<file path="src/assert_macros.svh">
// Assertion macros shared by the sequencer RTL.
// No dependencies; included by files that carry concurrent checks.
`ifndef ASSERT_MACROS_SVH
`define ASSERT_MACROS_SVH

// Same-cycle implication, disabled while reset is asserted (active low).
`define ASSERT_SAME(label, clk, rst_n, ante, cons, msg) \
    label: assert property (@(posedge clk) disable iff (!rst_n) (ante) |-> (cons)) \
        else $error(msg);

// Next-cycle implication, disabled while reset is asserted (active low).
`define ASSERT_NEXT(label, clk, rst_n, ante, cons, msg) \
    label: assert property (@(posedge clk) disable iff (!rst_n) (ante) |=> (cons)) \
        else $error(msg);

`endif

</file>
<file path="src/tms_pkg.sv">
// Types and constants for the tempo melody sequencer.
// No dependencies; used by tms_divider and tempo_melody_sequencer_unit.
package tms_pkg;

    localparam int DEF_MAX_NOTES = 256;

    // Field widths
    localparam int KIND_W    = 2;
    localparam int SLOT_W    = 8;
    localparam int PITCH_W   = 16;
    localparam int UNITS_W   = 8;
    localparam int EVENT_W   = 2;
    localparam int NOTE_W    = 8;
    localparam int TEMPO_W   = 10;
    localparam int MLEN_W    = 9;
    localparam int CFG_W     = 10;
    localparam int UNIT_MS_W = 14;
    localparam int TICKS_W   = 22;

    // Tempo division: 60000 ms per minute, four units per beat
    localparam int QUO_W          = 16;
    localparam int QCNT_W         = 4;
    localparam int BEAT_SHIFT     = 2;
    localparam logic [QUO_W-1:0] MS_PER_MINUTE = 16'd60000;
    localparam logic [TEMPO_W-1:0] TEMPO_RESET = 10'd120;

    typedef enum logic [KIND_W-1:0] {
        KIND_TICK = 2'd0,
        KIND_LOAD = 2'd1,
        KIND_PLAY = 2'd2,
        KIND_STOP = 2'd3
    } t_kind;

    typedef enum logic [EVENT_W-1:0] {
        EV_NONE    = 2'd0,
        EV_START   = 2'd1,
        EV_SILENCE = 2'd2
    } t_event;

    typedef enum logic {
        CFG_TEMPO  = 1'b0,
        CFG_LENGTH = 1'b1
    } t_cfg_idx;

endpackage

</file>
<file path="src/tms_divider.sv">
// Radix-2 restoring divider: 60000 / divisor, one quotient bit per cycle.
// Depends on tms_pkg.
module tms_divider (
    input  logic                        i_clk,
    input  logic                        i_rst_n,
    input  logic                        i_start,
    input  logic [tms_pkg::TEMPO_W-1:0] i_divisor,
    output logic                        o_done,
    output logic [tms_pkg::QUO_W-1:0]   o_quotient
);
    import tms_pkg::*;

    logic                r_busy;
    logic                r_done;
    logic [QCNT_W-1:0]   r_cnt;
    logic [TEMPO_W-1:0]  r_div;
    logic [TEMPO_W-1:0]  r_rem;
    logic [QUO_W-1:0]    r_quo;

    logic [TEMPO_W:0]    trial;
    logic                q_bit;
    logic [TEMPO_W:0]    n_rem;

    // Dividend bits shift out of the top of r_quo as quotient bits shift in
    always_comb begin
        trial = {r_rem, r_quo[QUO_W-1]};
        q_bit = (trial >= {1'b0, r_div});
        n_rem = q_bit ? (trial - {1'b0, r_div}) : trial;
    end

    always_ff @(posedge i_clk) begin
        if (!i_rst_n) begin
            r_busy <= 1'b0;
            r_done <= 1'b0;
            r_cnt  <= '0;
        end else begin
            r_done <= 1'b0;
            if (i_start) begin
                r_busy <= 1'b1;
                r_cnt  <= '0;
                r_div  <= i_divisor;
                r_rem  <= '0;
                r_quo  <= MS_PER_MINUTE;
            end else if (r_busy) begin
                r_rem <= n_rem[TEMPO_W-1:0];
                r_quo <= {r_quo[QUO_W-2:0], q_bit};
                r_cnt <= r_cnt + 1'b1;
                if (r_cnt == {QCNT_W{1'b1}}) begin
                    r_busy <= 1'b0;
                    r_done <= 1'b1;
                end
            end
        end
    end

    assign o_done     = r_done;
    assign o_quotient = r_quo;

endmodule

</file>
<file path="config.mk">
export PLATFORM = sky130hd
export DESIGN_NAME = tms_divider
export DESIGN_NICKNAME = d
export VERILOG_FILES = /design/src/assert_macros.svh /design/src/tms_pkg.sv /design/src/tms_divider.sv
export SDC_FILE = /design/constraint.sdc
export NUM_CORES = 1
export LEC_CHECK = 0
export BUFFER_PORTS_ARGS = -buffer_cell sky130_fd_sc_hd__buf_2
export CAP_MARGIN = 25
export CELL_PAD_IN_SITES_DETAIL_PLACEMENT = 0
export CELL_PAD_IN_SITES_GLOBAL_PLACEMENT = 1
export CORE_MARGIN = 4
export CORE_UTILIZATION = 51
export CTS_BUF_LIST = sky130_fd_sc_hd__clkbuf_4 sky130_fd_sc_hd__clkbuf_8
export DETAILED_ROUTE_END_ITERATION = 10
export PLACE_DENSITY = 0.95
export SYNTH_ARGS = -nofsm -noshare
export SYNTH_HDL_FRONTEND = slang
export SYNTH_SLANG_ARGS = --single-unit
</file>
<file path="constraint.sdc">
create_clock -name i_clk -period 3.5 [get_ports i_clk]
set_input_delay 0.525 -clock i_clk [delete_from_list [all_inputs] [get_ports i_clk]]
set_output_delay 0.525 -clock i_clk [all_outputs]
set_load 0.02 [all_outputs]
</file>
# Word level (Yosys, flattened, before mapping)
# Cells that the tools add are included.
[word_totals]
input_bits = 13
out_inout_bits = 17
ff_bits = 42
word_cells = 24
[classes]
reduce_logical = 5
eq_ne = 1
magnitude_cmp = 1
muxes = 7
bitwise = 2
n_addsub = 2
[op_table]
columns = ["op", "n"]
rows = [
  ["$mux 10", 2],
  ["$mux 16", 1],
  ["$ge 11x10->1", 1],
  ["$sub 10x10->10", 1],
  ["$add 4x1->4 const B", 1],
  ["$eq 4x4->1 const B", 1],
  ["$mux 1", 4],
  ["$reduce_and 2->1", 2],
  ["$reduce_or 3->1", 1],
  ["$not 1->1", 2],
  ["$reduce_bool 2->1", 1],
  ["$reduce_or 2->1", 1],
]

# Depth between registers and ports, before layout
[depth]
ltp_word = 4
depth_mapped = 9
ltp_nobuf = 9

# Least setup slack after synthesis
# OpenSTA, ideal clock, no wires.
[synth_timing]
path_type = "register -> register"
start = "reg r_rem[0]"
end = "reg r_rem[6] (data pin)"
required_time_ns = 3.240
stages_incl_launch_ff = 7
setup_ns = 0.260
period_less_slack_ns = 2.348
path_slack_ns = 1.152
t_arrival_ns = 2.087
cell_sequence = "edfxtp_1 > ha_1 > nor2b_4 > o31ai_4 > a41oi_4 > o32ai_4 > mux2_4"
[synth_via]
elab_chain_len = 3
[synth_lines]
columns = ["item", "line", "source"]
rows = [
  ["start, declared", "tms_divider.sv:17", "logic [TEMPO_W-1:0] r_rem;"],
  ["start signal, assigned", "tms_divider.sv:45", "r_rem <= n_rem[TEMPO_W-1:0];"],
  ["$sub 10x10->10 / $ge 11x10->1 (equally long branches)", "tms_divider.sv:28, tms_divider.sv:27", ""],
  ["$mux 10 *", "tms_divider.sv:28", "n_rem = q_bit ? (trial - {1'b0, r_div}) : trial;"],
  ["$mux 10 *", "tms_divider.sv:44", "end else if (r_busy) begin"],
]
# Mark *: on every way between the ends. The rest lies on a longest branch, timed or not. The select of a mux whose other input is x is not followed.
# A chain may end at the register's enable or synchronous reset.

# Worst setup path in the final report
# Ends and elaborated chain as after synthesis.

==> impl_results.md <==
- Status: complete, no violations
- Proportion of layout cells with a drive suffix above 1: between 20% and 30%
- Post-synthesis async set-or-reset flop share: 0%
- Setup repair after global routing missed its margin: no
- CP Cell Sequence: ha_1, nor2b_4, o31ai_4, a41oi_4, o32ai_4, mux2_4
- Cells after Synth: between 150 and 200
- Setup Skew: about 0.0044 ns
- Worst slew margin: between 60 and 70%
- H-tree Lvls: 2
- Final antenna diode count: 0
- Worst setup SP type: flop
- Worst path max stage delay: ~0.55 ns
- Die width: 73.99 um
- Final worst path period need: about 2.6 ns
- Pre-antenna DRT Iters: 4
- Leading post-synthesis cells by cell area: edfxtp_1 (49%), ha_1 (6.2%), dfxtp_1 (5.4%)
- Sum of buffers and inverters on the critical path: 0
- Setup TNS: 0 ns
- Synth top area share: between 40% and 50%
- # rows: 23
- Clk pin slew, worst setup/hold paths: about 0.08 ns
- Yosys cell types: 44
- Post-DRT Antenna Nets: 0
- Top layer in use: met4
- First-pass GRT wire length: 6803 um
- Detailed placement HPWL: 2914 um
- Overall routing resource usage: about 16%
- Critical path launch point: r_rem[0]$_SDFFCE_PP0P_
- Post-synth EDFFs: 36
- Max Freq: between 300 and 400 MHz
- Gpl congestion: between 0.7 and 0.8
- Post-synthesis mux area share: between 5 and 6%
- WS Path Type: reg -> reg
- WHS: between 0.4 and 0.5 ns
- Pin count of the biggest net entering global routing: 30
- Syn Area/Cell: 11.94 um2
- Period utilisation layout: around three quarters
- Xor/xnor cell area share of the yosys netlist: just under 2%
- Clk buf depth: 2
- Final worst slack: 0.9398 ns
- Clock Tree Root: clkbuf_8
- CP arrival: ~2.6 ns
- RR Startpoint: r_rem[0]$_SDFFCE_PP0P_
- Initial DRC count: between 100 and 150
- Grt total ovfl: 0
- Critical path's top delay family: compound AO/OA/AOI/OAI gates
- Post-CTS Setup Inserts: 0
- WL met3: 180 um
- Hold Buf Count CTS: 0
- Core area: 4115 um2
- Die height: ~74 um
- DRT Wirelength: 4034 um
- Die ar.: between 5000 and 6000 um2
- Critical path fanouts, max: 7
- Netlist Area Pre-Place: roughly 2200 um2
- Area Growth Syn to Fin: 12.68%
- Vias in the first global route: between 1000 and 1500
- Met2 routed WL: 1899 um
- Via count: ~1500
- Pins over their slew limit: 0
- Synthesis Warnings: 0
- Tightest Hold Check Type: in -> reg
- Buffers on Ports: 29
- # IOs: 30
- CP max-delay cell: o32ai_4
- Max Cap Viol: 0
- WP depth: 6
- Synth Area in Adders: 7.099%
- Remaining DRCs: 0
- WP data required: 3.54 ns
- Worst-Margin Slew: a little under 0.6 ns
- CTS Buf Count: 5
- Synth area leader: edfxtp_1
- Net Count, Synth: approximately 210
- Util after Layout: between 60% and 70%
- CTS tree: done
- Seq/Total Area, Yosys: between 50% and 60%
- Worst Reg-to-Reg Cells: 6
- Post-cts gate resize count: 0
- Vias per cell: 5.515
- Nets: 244
- Ys flop type: edfxtp_1
- Met1 WL: between 1500 and 2000 um
- Largest family of logic cells by synthesized area: simple AND/OR/NAND/NOR gates
- Power Dens Cells: roughly 470 nW/um2
- Final Hold Violating Endpoints: 0
- Skew-Pair Late Insertion Delay: 0.28 ns
- Initial antenna violation count: 0
- Synth Area in Compound Gates: around 12%
- Worst VDD drop: 307.8 uV
- Initial core utilization: 53.97%
- Setup crit end: r_rem[6]$_SDFFCE_PP0P_
- WL/cell: between 10 and 15 um
- FF-to-FF setup slack: 0.94 ns
- Setup crit end kind: flop
- Worst reg2reg path endpoint: r_rem[6]$_SDFFCE_PP0P_
- Synthesized-area fraction occupied by and/or/nand/nor cells: 16.06%
- Clock sinks: between 40 and 50
- Leakage: between 0.9 and 1 nW
- Seq cells post-synth: 42
- Setup violators final: 0
- Worst slack at placement: 0.9362 ns
[registers in the layout (all words and copies together), names as in the netlist]
signal and cells:
r_rem 10, r_div 10, r_cnt 4, o_done 1, o_quotient 16, r_busy 1
[metal layers]
metal,vias up,track usage (%)
met3,2,4.054
met2,34,25.49
li1,741,-
met1,712,23.07
met4,0,3.622
met5,-,0
[cells in the mapped netlist (2+ instances only)]
| master | count |
|---|---|
| nand3_1 | 2 |
| nand4_1 | 3 |
| nor2_1 | 11 |
| mux2i_1 | 6 |
| clkbuf_1 | 3 |
| or2_2 | 8 |
| nor4_1 | 3 |
| ha_1 | 11 |
| o21ai_0 | 4 |
| nor2b_1 | 12 |
| and2_1 | 2 |
| a31oi_1 | 3 |
| a21oi_1 | 8 |
| xnor2_1 | 2 |
| dfxtp_1 | 6 |
| nand2_1 | 14 |
| inv_1 | 13 |
| edfxtp_1 | 36 |
| nor3_1 | 7 |
| xor2_1 | 3 |
| mux2_1 | 2 |
| o21a_1 | 4 |
| mux2_4 | 2 |
[power by group]
group          switching (mW)  internal [mW]
logic                   0.160          0.120
registers              0.0159          0.587
clock network           0.165          0.141
[final cells by class]
type	count	area, um2
multi-input combinational	126	944.7
clock inverter	3	20.02
tap	50	62.56
sequential	42	1201
fill	347	1613
timing repair buffer	30	152.6
clock buffer	5	68.82
inverter	14	52.55
[metrics by stage]
stage / power [mW] / instances / area, um2
floorplan: 0.8331 / 186 / 2221
global placement: 0.8866 / 262 / 2414
detailed placement: 0.8930 / 262 / 2414
CTS: 1.202 / 270 / 2502
global route: 1.260 / 270 / 2502
finish: 1.188 / 270 / 2502
[kinds of logic after synthesis]
kind of cell	Yosys count
AND/OR/NAND/NOR	67
flip-flops	42
AO/OA/AOI/OAI	32
buffers and inverters	18
adder cells (fa/ha/maj)	12
multiplexers	10
XOR/XNOR	5
[placed cells by master (no fill, tap or decap), types with 3 or more instances in the layout]
| cell | netlist | final |
|---|---|---|
| inv_1 | 13 | 13 |
| nor2_1 | 11 | 11 |
| a21oi_1 | 8 | 8 |
| dfxtp_1 | 6 | 6 |
| o21a_1 | 4 | 4 |
| mux2i_1 | 6 | 6 |
| or2_2 | 8 | 8 |
| a31oi_1 | 3 | 3 |
| edfxtp_1 | 36 | 36 |
| nand2_1 | 14 | 14 |
| clkbuf_8 | 0 | 5 |
| o21ai_0 | 4 | 4 |
| ha_1 | 11 | 11 |
| xor2_1 | 3 | 3 |
| nand4_1 | 3 | 3 |
| buf_2 | 0 | 29 |
| nor4_1 | 3 | 3 |
| nor3_1 | 7 | 7 |
| nor2b_1 | 12 | 12 |
[worst register-to-register path, cell delays in order (launching register included)]
cell and delay (ns):
edfxtp_1 0.44, ha_1 0.34, nor2b_4 0.15, o31ai_4 0.29, a41oi_4 0.21, o32ai_4 0.55, mux2_4 0.34
[worst min path at each step]
stage	start	to	cells after the start
finish	i_divisor[6]	r_div[6]$_DFFE_PP_	1
global route	i_divisor[0]	r_div[0]$_DFFE_PP_	1
CTS	i_divisor[6]	r_div[6]$_DFFE_PP_	1
detailed placement	r_cnt[3]$_SDFFE_PP0P_	o_done$_SDFF_PP0_	2
global placement	r_cnt[3]$_SDFFE_PP0P_	o_done$_SDFF_PP0_	2
floorplan	r_cnt[3]$_SDFFE_PP0P_	o_done$_SDFF_PP0_	2
Note: power is estimated with default switching activity, not from simulation.
